**src/rtl/tvsd_pkg.sv**
```systemverilog
package tvsd_pkg;

    typedef enum logic [9:0] {
        PH_IDLE    = 10'b0000000001,
        PH_TAG     = 10'b0000000010,
        PH_VAR_INT = 10'b0000000100,
        PH_VAR_STR = 10'b0000001000,
        PH_VAR_REF = 10'b0000010000,
        PH_VAR_TAB = 10'b0000100000,
        PH_DOUBLE  = 10'b0001000000,
        PH_STRB    = 10'b0010000000,
        PH_DONE    = 10'b0100000000,
        PH_FAIL    = 10'b1000000000
    } t_phase;

    localparam logic [3:0] TK_NONE = 4'd0;
    localparam logic [3:0] TK_NIL = 4'd1;
    localparam logic [3:0] TK_FALSE = 4'd2;
    localparam logic [3:0] TK_TRUE = 4'd3;
    localparam logic [3:0] TK_INT = 4'd4;
    localparam logic [3:0] TK_DOUBLE = 4'd5;
    localparam logic [3:0] TK_NEWSTR = 4'd6;
    localparam logic [3:0] TK_STRBYTE = 4'd7;
    localparam logic [3:0] TK_STRREF = 4'd8;
    localparam logic [3:0] TK_TABLE = 4'd9;

    localparam logic [3:0] ER_NONE = 4'd0;
    localparam logic [3:0] ER_END = 4'd1;
    localparam logic [3:0] ER_TAG = 4'd2;
    localparam logic [3:0] ER_VLONG = 4'd3;
    localparam logic [3:0] ER_VTRUNC = 4'd4;
    localparam logic [3:0] ER_DTRUNC = 4'd5;
    localparam logic [3:0] ER_STRUNC = 4'd6;
    localparam logic [3:0] ER_REF = 4'd7;
    localparam logic [3:0] ER_DEEP = 4'd8;
    localparam logic [3:0] ER_BIG = 4'd9;
    localparam logic [3:0] ER_TRAIL = 4'd10;

    localparam logic [7:0] TG_NIL = 8'h00;
    localparam logic [7:0] TG_NO = 8'h01;
    localparam logic [7:0] TG_YES = 8'h02;
    localparam logic [7:0] TG_INT = 8'h03;
    localparam logic [7:0] TG_DBL = 8'h04;
    localparam logic [7:0] TG_STR = 8'h05;
    localparam logic [7:0] TG_REF = 8'h06;
    localparam logic [7:0] TG_MAP = 8'h07;

endpackage

```
**src/rtl/tagged_value_stream_decoder.sv**
```systemverilog
// Channel  | Dir | tdata fields (low bit up)                   | tuser
// s_axis   | in  | byte_value[7:0], bytes_after[31:8]          | start_req
// m_axis   | out | token_kind[3:0], token_value[67:4],         | -
//          |     | levels_closed[74:68], message_done[75],     |
//          |     | error_code[79:76]                           |
// One byte per cycle in the common case. A completing value inside open
// tables walks the owed-count stack one level per cycle while the output register
// is free, reading each new top through the single read port of the stack RAM.
// The top of stack is cached in a register so no RAM read sits in the fast path.
// Reset (synchronous, active low) returns to idle; stack contents stay undefined.
// A result waits in the output register; s_axis stalls only while it is full
// and unread, or during a close cascade.
module tagged_value_stream_decoder #(
    parameter int MAX_DEPTH   = 64,
    parameter int LENGTH_BITS = 24
) (
    input  logic        i_clk,
    input  logic        i_rst_n,
    input  logic        s_axis_tvalid,
    output logic        s_axis_tready,
    input  logic [31:0] s_axis_tdata,   // byte_value[7:0], bytes_after[31:8]
    input  logic        s_axis_tuser,   // start_req
    output logic        m_axis_tvalid,
    input  logic        m_axis_tready,
    output logic [79:0] m_axis_tdata    // kind, value, closed, done, error
);
    import tvsd_pkg::*;

    localparam int AW = (MAX_DEPTH > 1) ? $clog2(MAX_DEPTH) : 1;
    localparam int RD = (MAX_DEPTH > 1) ? MAX_DEPTH : 2;
    localparam int DW = $clog2(MAX_DEPTH + 1);
    localparam int OW = LENGTH_BITS + 1;
    localparam logic [DW-1:0] DMAX = DW'(MAX_DEPTH);

    // Control state
    t_phase                 r_ph, n_ph;
    logic [63:0]            r_acc, n_acc;
    logic [6:0]             r_sh, n_sh;
    logic [LENGTH_BITS-1:0] r_pend, n_pend;
    logic [LENGTH_BITS-1:0] r_nstr, n_nstr;
    logic [DW-1:0]          r_dep, n_dep;
    logic [OW-1:0]          r_top, n_top;       // owed count of innermost table
    // Cascade state: pop levels while holding the pending token
    logic                   r_casc, n_casc;
    logic                   r_pop, n_pop;       // RAM read of new top in flight
    logic [3:0]             r_ck, n_ck;
    logic [63:0]            r_cv, n_cv;
    logic [LENGTH_BITS-1:0] r_crem, n_crem;
    logic [6:0]             r_ccl, n_ccl;
    // Output register
    logic                   r_ov, n_ov;
    logic [79:0]            r_od, n_od;

    logic                   we;
    logic [AW-1:0]          waddr, raddr;
    logic [OW-1:0]          wdata, rdata;

    tvsd_ram #(.WIDTH(OW), .DEPTH(RD)) u_stack (
        .i_clk  (i_clk),
        .i_we   (we),
        .i_waddr(waddr),
        .i_wdata(wdata),
        .i_raddr(raddr),
        .o_rdata(rdata)
    );

    logic                   acc_in;
    logic                   start;
    logic [7:0]             b;
    logic [LENGTH_BITS-1:0] rem;
    logic [63:0]            vacc;
    logic [OW-1:0]          top_cur, owed;
    logic [DW-1:0]          dep_cur;
    logic                   do_cmp;
    logic [3:0]             ck;
    logic [63:0]            cv;
    logic [6:0]             ccl;
    logic                   orun_free;

    assign orun_free     = !r_ov || m_axis_tready;
    assign s_axis_tready = orun_free && !r_casc;
    assign acc_in        = s_axis_tvalid && s_axis_tready;
    assign start         = s_axis_tuser;
    assign b             = s_axis_tdata[7:0];
    // Keep only the low LENGTH_BITS of the count, zero-extend past the port width
    assign rem           = LENGTH_BITS'(s_axis_tdata[31:8]);
    assign m_axis_tvalid = r_ov;
    assign m_axis_tdata  = r_od;

    function automatic logic [79:0] pack(logic [3:0] k, logic [63:0] v, logic [6:0] c,
                                         logic d, logic [3:0] e);
        return {e, d, c, v, k};
    endfunction

    always_comb begin
        n_ph = r_ph; n_acc = r_acc; n_sh = r_sh; n_pend = r_pend; n_nstr = r_nstr;
        n_dep = r_dep; n_top = r_top; n_casc = r_casc; n_pop = 1'b0;
        n_ck = r_ck; n_cv = r_cv; n_crem = r_crem; n_ccl = r_ccl;
        n_ov = r_ov && !m_axis_tready; n_od = r_od;
        we = 1'b0; waddr = '0; wdata = '0; raddr = '0;
        vacc = r_acc; top_cur = r_top; dep_cur = r_dep;
        do_cmp = 1'b0; ck = TK_NONE; cv = '0; ccl = '0; owed = '0;

        if (r_casc) begin
            // Cascade step: the new top arrives from RAM after each pop
            if (r_pop) top_cur = rdata;
            if (orun_free) begin
                do_cmp = 1'b1; ck = r_ck; cv = r_cv; ccl = r_ccl;
            end
        end else if (acc_in) begin
            if (start) begin
                dep_cur = '0; n_dep = '0; n_nstr = '0; n_acc = '0; n_sh = '0;
                n_pend = '0; n_ph = PH_TAG;
            end
            unique case (start ? PH_TAG : r_ph)
                PH_TAG: begin
                    n_acc = '0; n_sh = '0;
                    if (b == TG_NIL || b == TG_NO || b == TG_YES) begin
                        do_cmp = 1'b1; ck = (b == TG_NIL) ? TK_NIL :
                                            (b == TG_NO) ? TK_FALSE : TK_TRUE;
                    end else if (b == TG_DBL) begin
                        if (rem < LENGTH_BITS'(8)) begin
                            n_ph = PH_FAIL; n_ov = 1'b1;
                            n_od = pack(TK_NONE, '0, '0, 1'b0, ER_DTRUNC);
                        end else begin
                            n_pend = LENGTH_BITS'(8); n_ph = PH_DOUBLE;
                        end
                    end else if (b == TG_MAP && dep_cur >= DMAX) begin
                        n_ph = PH_FAIL; n_ov = 1'b1;
                        n_od = pack(TK_NONE, '0, '0, 1'b0, ER_DEEP);
                    end else if (b == TG_INT || b == TG_STR || b == TG_REF ||
                                 b == TG_MAP) begin
                        if (rem == '0) begin
                            n_ph = PH_FAIL; n_ov = 1'b1;
                            n_od = pack(TK_NONE, '0, '0, 1'b0, ER_VTRUNC);
                        end else begin
                            n_ph = (b == TG_INT) ? PH_VAR_INT :
                                   (b == TG_STR) ? PH_VAR_STR :
                                   (b == TG_REF) ? PH_VAR_REF : PH_VAR_TAB;
                        end
                    end else begin
                        n_ph = PH_FAIL; n_ov = 1'b1;
                        n_od = pack(TK_NONE, '0, '0, 1'b0, ER_TAG);
                    end
                end
                PH_VAR_INT, PH_VAR_STR, PH_VAR_REF, PH_VAR_TAB: begin
                    if (r_sh < 7'd64) vacc = r_acc | (64'(b[6:0]) << r_sh[5:0]);
                    n_acc = vacc;
                    if (!b[7]) begin
                        unique case (r_ph)
                            PH_VAR_INT: begin
                                do_cmp = 1'b1; ck = TK_INT;
                                cv = (vacc >> 1) ^ (64'd0 - {63'd0, vacc[0]});
                            end
                            PH_VAR_STR: begin
                                if (vacc > 64'(rem)) begin
                                    n_ph = PH_FAIL; n_ov = 1'b1;
                                    n_od = pack(TK_NONE, '0, '0, 1'b0, ER_STRUNC);
                                end else begin
                                    if (r_nstr != '1) n_nstr = r_nstr + 1'b1;
                                    if (vacc == '0) begin
                                        do_cmp = 1'b1; ck = TK_NEWSTR;
                                    end else begin
                                        n_pend = vacc[LENGTH_BITS-1:0]; n_ph = PH_STRB;
                                        n_ov = 1'b1;
                                        n_od = pack(TK_NEWSTR, vacc, '0, 1'b0, ER_NONE);
                                    end
                                end
                            end
                            PH_VAR_REF: begin
                                if (vacc >= 64'(r_nstr)) begin
                                    n_ph = PH_FAIL; n_ov = 1'b1;
                                    n_od = pack(TK_NONE, '0, '0, 1'b0, ER_REF);
                                end else begin
                                    do_cmp = 1'b1; ck = TK_STRREF; cv = vacc;
                                end
                            end
                            default: begin
                                if (vacc > 64'(rem >> 1)) begin
                                    n_ph = PH_FAIL; n_ov = 1'b1;
                                    n_od = pack(TK_NONE, '0, '0, 1'b0, ER_BIG);
                                end else if (vacc == '0) begin
                                    do_cmp = 1'b1; ck = TK_TABLE;
                                end else begin
                                    // Push: spill old top, new top held in register
                                    if (r_dep != '0) begin
                                        we = 1'b1; waddr = AW'(r_dep - 1'b1); wdata = r_top;
                                    end
                                    n_top = {vacc[LENGTH_BITS-1:0], 1'b0};
                                    n_dep = r_dep + 1'b1; n_ph = PH_TAG; n_ov = 1'b1;
                                    n_od = pack(TK_TABLE, vacc, '0, 1'b0, ER_NONE);
                                end
                            end
                        endcase
                    end else begin
                        n_sh = r_sh + 7'd7;
                        if (r_sh + 7'd7 >= 7'd64) begin
                            n_ph = PH_FAIL; n_ov = 1'b1;
                            n_od = pack(TK_NONE, '0, '0, 1'b0, ER_VLONG);
                        end else if (rem == '0) begin
                            n_ph = PH_FAIL; n_ov = 1'b1;
                            n_od = pack(TK_NONE, '0, '0, 1'b0, ER_VTRUNC);
                        end
                    end
                end
                PH_DOUBLE: begin
                    if (r_sh < 7'd64) vacc = r_acc | (64'(b) << r_sh[5:0]);
                    n_acc = vacc; n_sh = r_sh + 7'd8;
                    n_pend = (r_pend == '0) ? '0 : r_pend - 1'b1;
                    if (n_pend == '0) begin
                        do_cmp = 1'b1; ck = TK_DOUBLE; cv = vacc;
                    end else if (rem < n_pend) begin
                        n_ph = PH_FAIL; n_ov = 1'b1;
                        n_od = pack(TK_NONE, '0, '0, 1'b0, ER_DTRUNC);
                    end
                end
                PH_STRB: begin
                    n_pend = (r_pend == '0) ? '0 : r_pend - 1'b1;
                    if (n_pend == '0) begin
                        do_cmp = 1'b1; ck = TK_STRBYTE; cv = 64'(b);
                    end else if (rem < n_pend) begin
                        n_ph = PH_FAIL; n_ov = 1'b1;
                        n_od = pack(TK_NONE, '0, '0, 1'b0, ER_STRUNC);
                    end else begin
                        n_ov = 1'b1; n_od = pack(TK_STRBYTE, 64'(b), '0, 1'b0, ER_NONE);
                    end
                end
                default: ;
            endcase
        end

        // Completion: decide at the stack top, one level per cycle while output is free
        if (do_cmp) begin
            logic [LENGTH_BITS-1:0] crem;
            crem = r_casc ? r_crem : rem;
            owed = (top_cur == '0) ? '0 : top_cur - 1'b1;
            if (dep_cur == '0) begin
                n_casc = 1'b0; n_ov = 1'b1;
                if (crem != '0) begin
                    n_ph = PH_FAIL; n_od = pack(TK_NONE, '0, '0, 1'b0, ER_TRAIL);
                end else begin
                    n_ph = PH_DONE; n_od = pack(ck, cv, ccl, 1'b1, ER_NONE);
                end
            end else if (owed != '0) begin
                n_casc = 1'b0; n_ov = 1'b1; n_top = owed;
                if (crem == '0) begin
                    n_ph = PH_FAIL; n_od = pack(TK_NONE, '0, '0, 1'b0, ER_END);
                end else begin
                    n_ph = PH_TAG; n_od = pack(ck, cv, ccl, 1'b0, ER_NONE);
                end
            end else begin
                // Pop one level; fetch the next top if any
                n_dep = dep_cur - 1'b1; n_casc = 1'b1; n_ck = ck; n_cv = cv;
                n_crem = crem; n_ccl = ccl + 7'd1;
                if (dep_cur > DW'(1)) begin
                    raddr = AW'(dep_cur - DW'(2)); n_pop = 1'b1;
                end
            end
        end else if (r_casc) begin
            n_top = top_cur; n_pop = 1'b0;
        end
    end

    always_ff @(posedge i_clk) begin
        if (!i_rst_n) begin
            r_ph <= PH_IDLE; r_acc <= '0; r_sh <= '0; r_pend <= '0; r_nstr <= '0;
            r_dep <= '0; r_casc <= 1'b0; r_pop <= 1'b0; r_ov <= 1'b0;
        end else begin
            r_ph <= n_ph; r_acc <= n_acc; r_sh <= n_sh; r_pend <= n_pend;
            r_nstr <= n_nstr; r_dep <= n_dep; r_casc <= n_casc; r_pop <= n_pop;
            r_ov <= n_ov;
        end
        r_top <= n_top; r_ck <= n_ck; r_cv <= n_cv; r_crem <= n_crem;
        r_ccl <= n_ccl; r_od <= n_od;
    end
endmodule

```
**src/rtl/tvsd_ram.sv**
```systemverilog
module tvsd_ram #(
    parameter int WIDTH = 8,
    parameter int DEPTH = 16
) (
    input  logic                     i_clk,
    input  logic                     i_we,
    input  logic [$clog2(DEPTH)-1:0] i_waddr,
    input  logic [WIDTH-1:0]         i_wdata,
    input  logic [$clog2(DEPTH)-1:0] i_raddr,
    output logic [WIDTH-1:0]         o_rdata
);
    logic [WIDTH-1:0] r_mem [DEPTH];
    logic [WIDTH-1:0] r_rdata;

    always_ff @(posedge i_clk) begin
        if (i_we) begin
            r_mem[i_waddr] <= i_wdata;
        end
        r_rdata <= r_mem[i_raddr];
    end

    assign o_rdata = r_rdata;
endmodule
```
**config.mk**
```make
export PLATFORM = sky130hd
export DESIGN_NAME = tagged_value_stream_decoder
export DESIGN_NICKNAME = d
export VERILOG_FILES = /design/src/rtl/tvsd_pkg.sv /design/src/rtl/tagged_value_stream_decoder.sv /design/src/rtl/tvsd_ram.sv
export SDC_FILE = /design/constraint.sdc
export NUM_CORES = 2
export LEC_CHECK = 0
export ABC_AREA = 1
export ABC_CLOCK_PERIOD_IN_PS = 21600
export BUFFER_PORTS_ARGS = -buffer_cell sky130_fd_sc_hd__buf_2
export CORE_UTILIZATION = 50
export CTS_CLUSTER_DIAMETER = 80
export DETAILED_ROUTE_END_ITERATION = 8
export PLACE_DENSITY = 0.65
export SETUP_SLACK_MARGIN = 0.2
export SYNTH_ARGS = -nofsm -noshare
export SYNTH_HDL_FRONTEND = slang
export SYNTH_HIERARCHICAL = 1
export SYNTH_SLANG_ARGS = --single-unit
```
**constraint.sdc**
```tcl
create_clock -name i_clk -period 21.6 [get_ports i_clk]
set_input_delay 4.32 -clock i_clk [delete_from_list [all_inputs] [get_ports i_clk]]
set_output_delay 4.32 -clock i_clk [all_outputs]
set_load 0.02 [all_outputs]
```
Word level (Yosys, flattened, before mapping)
Memory sizes are Yosys's and may differ from the RTL's. A register that Yosys moved wholly into a read port is not among the register bits.
Index checks and enable logic that the tools add are counted.
- RAM bits: 1600
- memory bits (read-only): 0
- input port bits: 37
- bits in latches: 0
- word-level logic and storage cells: 301
- bits in registers: 343
- output and inout bits: 82
- memories kept: 1
- order comparisons: 9
- bitwise logic cells: 8
- muxes and demuxes: 205
- equality and inequality tests: 18
- $add $sub $neg: 11
- reduce and logical (&&, ||, !) cells: 32
- multiply operators: 0
- div/mod/pow operators: 0
- shift-type cells: 2
- memories (memory ; depth ; bits a word ; rd ports ; clocked after Yosys merged registers in ; wr ports ; line ; text):
    u_stack.r_mem ; 64 ; 25 ; 1 ; 1 ; 1 ; tvsd_ram.sv:12 ; logic [WIDTH-1:0] r_mem [DEPTH];
- operators by type and width (operator ; number):
    $mux W80 ; 22
    $mux W64 ; 12
    $mux W25 ; 22
    $mux W24 ; 16
    $pmux W64 S3 ; 2
    $pmux W80 S4 ; 1
    $mux W10 ; 24
    $pmux W80 S3 ; 1
    $mux W7 ; 19
    $or A64 B64 Y64 ; 2
    $pmux W64 S2 ; 1
    $logic_not A24 Y1 ; 4
    $mux W6 ; 15
    $mux W79 ; 1
    $mux W77 ; 1
    $pmux W24 S3 ; 1
    $ge A64 B24 Y1 ; 1
    $gt A64 B23 Y1 ; 1
    $gt A64 B24 Y1 ; 1
    $logic_not A64 Y1 ; 1
    $shl A7 B6 Y64 ; 1
    $shl A8 B6 Y64 ; 1
    $xor A63 B64 Y64 ; 1
    $pmux W10 S3 ; 2
    52 further kinds ; 132

Depth between registers and ports, before layout
- word-level depth: 18
- mapped depth: 46
- depth with buffers taken out: 43

Modules after synthesis
Netlist, hierarchy kept.
- by module, submodules not included (module ; area each (um2) ; sequential area each (um2) ; cells each ; times used):
    tvsd_ram ; 65748.1 ; 48546.6 ; 5460 ; 1
    tagged_value_stream_decoder ; 31582.8 ; 7857.5 ; 5377 ; 1

Least setup slack after synthesis
Ideal clock, no wire load.
- kind: input port to flip-flop
- from: input port s_axis_tdata[0]
- to: register u_stack.r_rdata[12], in the netlist u_stack/o_rdata[12], read port of u_stack.r_mem
- arrival time: 10974 ps
- path slack: 10568 ps
- cell stages on the path: 37
- library setup time: 58 ps
- required time: 21542 ps
- buffers on the path: 5
- path through: buf_2 -> nand2_1 -> inv_1 -> nand4_1 -> nor2_1 -> nor2_1 -> clkbuf_1 -> clkbuf_1 -> ha_1 -> inv_1 -> a21oi_1 -> o21ai_0 -> nand2_1 -> o2111ai_1 -> a21boi_0 -> o21ai_0 -> nor2_1 -> nand3_4 -> nand2_1 -> inv_2 -> nand2_1 -> nand2_1 -> nand2_1 -> nand2_1 -> nand2_2 -> nand2_1 -> inv_1 -> o21ai_1 -> nor2_1 -> clkbuf_1 -> clkbuf_1 -> nand3_1 -> nand2_1 -> nand2_1 -> nand3_1 -> nand3_1 -> nand2_1
- longest elaborated chain between the ends: 15
- elaborated cells between the ends (all ways): 26
- those cells by class: 3 x order compare; 2 x eq/ne; 1 x shift; 15 x mux; 1 x bitwise; 4 x reduce/logical
- RTL lines (item ; line ; text):
    start, declared ; tagged_value_stream_decoder.sv:21 ; input logic [31:0] s_axis_tdata,
    branches (longest 11 deep; another with $gt A64 B23 Y1) ; - ;
    $pmux W1 S3 * ; tagged_value_stream_decoder.sv:115 ; unique case (start ? PH_TAG : r_ph)
    $mux W1 * ; tagged_value_stream_decoder.sv:110 ; end else if (acc_in) begin
    $mux W1 * ; tagged_value_stream_decoder.sv:104 ; if (r_casc) begin
    $mux W6 * ; tagged_value_stream_decoder.sv:233 ; if (do_cmp) begin
    via raddr[2] ; tagged_value_stream_decoder.sv:55 ; logic [AW-1:0] waddr, raddr;
    end, declared ; tvsd_ram.sv:13 ; logic [WIDTH-1:0] r_rdata;
Mark *: on every way through the listed nets, which the timed path passes. The select of a mux whose other input is x is not followed.
A chain may end at the register's enable or synchronous reset.

Worst setup path in the final report
- from: input port s_axis_tdata[1]
- to: register u_stack.r_rdata[11], in the netlist u_stack/o_rdata[11], read port of u_stack.r_mem
Same word-level chain as after synthesis.

==> metrics.txt <==
drt pass-1 iters=8; Setup Skew=0.09565 ns; CTS Buf Count=209; Post-Syn Instances=10840; PwrDens=80.04 mW/mm²; Area contributors post-synth=edfxtp_1 52%, nand2_1 15%, nand3_1 8.8%; MaxCap Viol Count=0; Hold Path Depth=2; syn avg cell area=8.981 µm²; CP Data Required Time=22.32 ns; fraction of layout cells with a size suffix above 1=7.394%; Most common cell on crit path=nand2_1; DRC=0; crit path time final=14.86 ns; Crit path arrival time=15.58 ns; post-synth top area share=52.42%; CP max stage cell=nor2_4; Global Route Usage Sum=33.63%; total grt overflow=0; Slew Limit Fails=0; Synth Net Count=10980; CTS tree=done; Worst Tran Pin Value=1.266 ns; critical path class=input port to flip-flop; die width=443.2 µm; Sink Count=1968; Avg WL per Cell=25.26 µm; H-tree Lvls=4; nets@finish=10840; post-synthesis register bit count=1968; Max Root-Sink Buffers=3; first-iteration detailed-routing DRC count=11200; crit start category=input port; first-pass GRT wire length=496.9 mm; largest net degree at the start of global routing=266; core area=0.1930 mm²; design area=0.1064 mm²; CTS Hold Buffers Added=0; # Post-CTS Setup Buffers=0; status=completed; r2r endpoint=u_stack/o_rdata[11]; synth warn=6; initial antenna violation count=7; Slew HR=15.59%; R2R depth=37; Synth area leader=edfxtp_1; die area=0.1964 mm²; initial core utilization=50.44%; Worst Setup End Kind=flip-flop; EDFF count, synth=1699; post-synthesis cell type count=60; Layout Area Growth over Synthesis=9.294%; CP max stage delay=0.83 ns; Fin. Hold Viols=0; worst hold start=r_pend[21]; Synth Flop Type=edfxtp_1; Worst Path Max Fanout=69; Leakage=0.03948 µW; Setup Slack @ Placement=6.190 ns; Rows=161; Clock transition at path regs=0.06 ns; R2R setup slack=9.51 ns; Setup violations, final=0; r2r startpoint=r_sh[1]; RSZ-0062 raised after global routing=false; clk root buf=clkbuf_16; worst hold path class=flip-flop to flip-flop; DP Area=0.09939 mm²; post-synthesis sequential area ratio=57.95%; Final Wtd Congestion=0.9926; Die Y-Extent=443.2 µm; Routed Antenna Nets=0; clk_lat worst skew=0.89 ns; Top Ports=119; via count=81280; Post-Route Setup TNS=0 ns; Fmax achieved=67.30 MHz; ys async rst share=0%; Port Buffers=118; vias in the first global route=75360; PostCTS Resize Cnt=0; post-route clock period utilization=68.79%; Worst Hold End=r_pend[21]; setup ws final=6.742 ns; HPWL after detailed placement=198.8 mm; vias per cell=6.064; final WL=338.5 mm; Worst VDD drop=0.07832 mV; Mapped Area=0.09733 mm²
[Yosys cell counts, types with 15 or more instances]
library cell / number
nor3_1: 63
clkbuf_1: 245
dfxtp_1: 269
a221oi_1: 15
a211oi_1: 27
nor4_1: 21
o211ai_1: 89
nor2_1: 559
inv_1: 547
inv_2: 21
o21a_1: 18
buf_1: 47
ha_1: 109
nand2_1: 3784
o22ai_1: 18
o21ai_1: 26
o31ai_1: 51
buf_2: 233
nand3_1: 1709
a22o_1: 39
edfxtp_1: 1699
a21oi_1: 261
buf_4: 20
a31oi_1: 35
xor2_1: 41
nand4_1: 103
o21ai_0: 533
buf_6: 121
o32ai_1: 31
[kinds of logic (layout without fill, tap and decap cells)]
family                   Yosys count  after routing  synth area share, %
other                              0              4                    0
buffers and inverters           1248           1284                6.155
AND/OR/NAND/NOR                 6276           6276                26.94
XOR/XNOR                          44             44               0.3959
AO/OA/AOI/OAI                   1192           1192                7.160
flip-flops                      1968           1968                57.95
adder cells (fa/ha/maj)          109            109                1.401
[sequential cells by signal (all words and copies together) (netlist names), 10 cells and up]
register         count
u_stack/o_rdata     25
r_acc               64
r_top               25
r_crem              24
r_nstr              24
u_stack/r_mem     1600
r_ph                10
m_axis_tdata        80
r_pend              24
r_cv                64
[per-layer routing]
layer / track usage, % / part of all wire [%]
met4: 17.12 / 5.7
met1: 45.70 / 39
met5: 0 / 0.011
met2: 51.92 / 45
met3: 5.842 / 10
[worst max-delay path: cells and delay by family]
family | cells | cell delay (ns)
and+or+nand+nor | 23 | 5.07
buffers and inverters | 7 | 3.81
AOI/OAI and AO/OA | 6 | 1.67
adders and majority gates | 1 | 0.40
[cell usage in the layout, fill, tap and decap left out, types with 188 or more instances in the layout]
cell,synthesis,final
dfxtp_1,269,268
a21oi_1,261,260
nor2_1,559,458
nand3_1,1709,1707
o21ai_0,533,533
inv_1,547,543
buf_4,20,188
edfxtp_1,1699,1699
clkbuf_16,0,209
nand2_1,3784,3780
[metrics by stage]
stage	hold WS [ns]	utilization, %	instances	power [µW]
after floorplan	0.4368	-	10840	4661
after global placement	0.4512	51.50	13010	4907
after detailed placement	0.4564	51.50	13010	4917
after CTS	0.4646	55.12	13400	8517
after global routing	0.4778	55.12	13400	8748
final	0.4624	55.12	13400	8515
[worst max-delay path by stage]
| stage | startpoint | to | slack [ns] |
|---|---|---|---|
| after floorplan | s_axis_tdata[0] | u_stack/o_rdata[12] | 10.57 |
| after global placement | s_axis_tdata[1] | u_stack/o_rdata[11] | 6.48 |
| after detailed placement | s_axis_tdata[1] | u_stack/o_rdata[11] | 6.19 |
| after CTS | s_axis_tdata[1] | u_stack/o_rdata[11] | 7.11 |
| after global routing | s_axis_tdata[1] | u_stack/o_rdata[11] | 6.18 |
| final | s_axis_tdata[1] | u_stack/o_rdata[11] | 6.74 |
[where the power goes]
part	internal (µW)	leakage, µW	switching (µW)
clock	2070	0.00340	1580
combinational	196	0.0220	545
sequential	4100	0.0141	24.6
total	6360	0.0395	2150
[layout make-up]
type,count,area (µm²)
multi-input cells,7621,35460
inverters,579,2223
well taps,2526,3161
fillers,17150,86610
clock buffers,271,5603
clock inverters,121,1376
flip-flops and latches,1968,56410
repair buffers,313,2142
diodes,4,10.01
(Power assumes the default switching activity.)
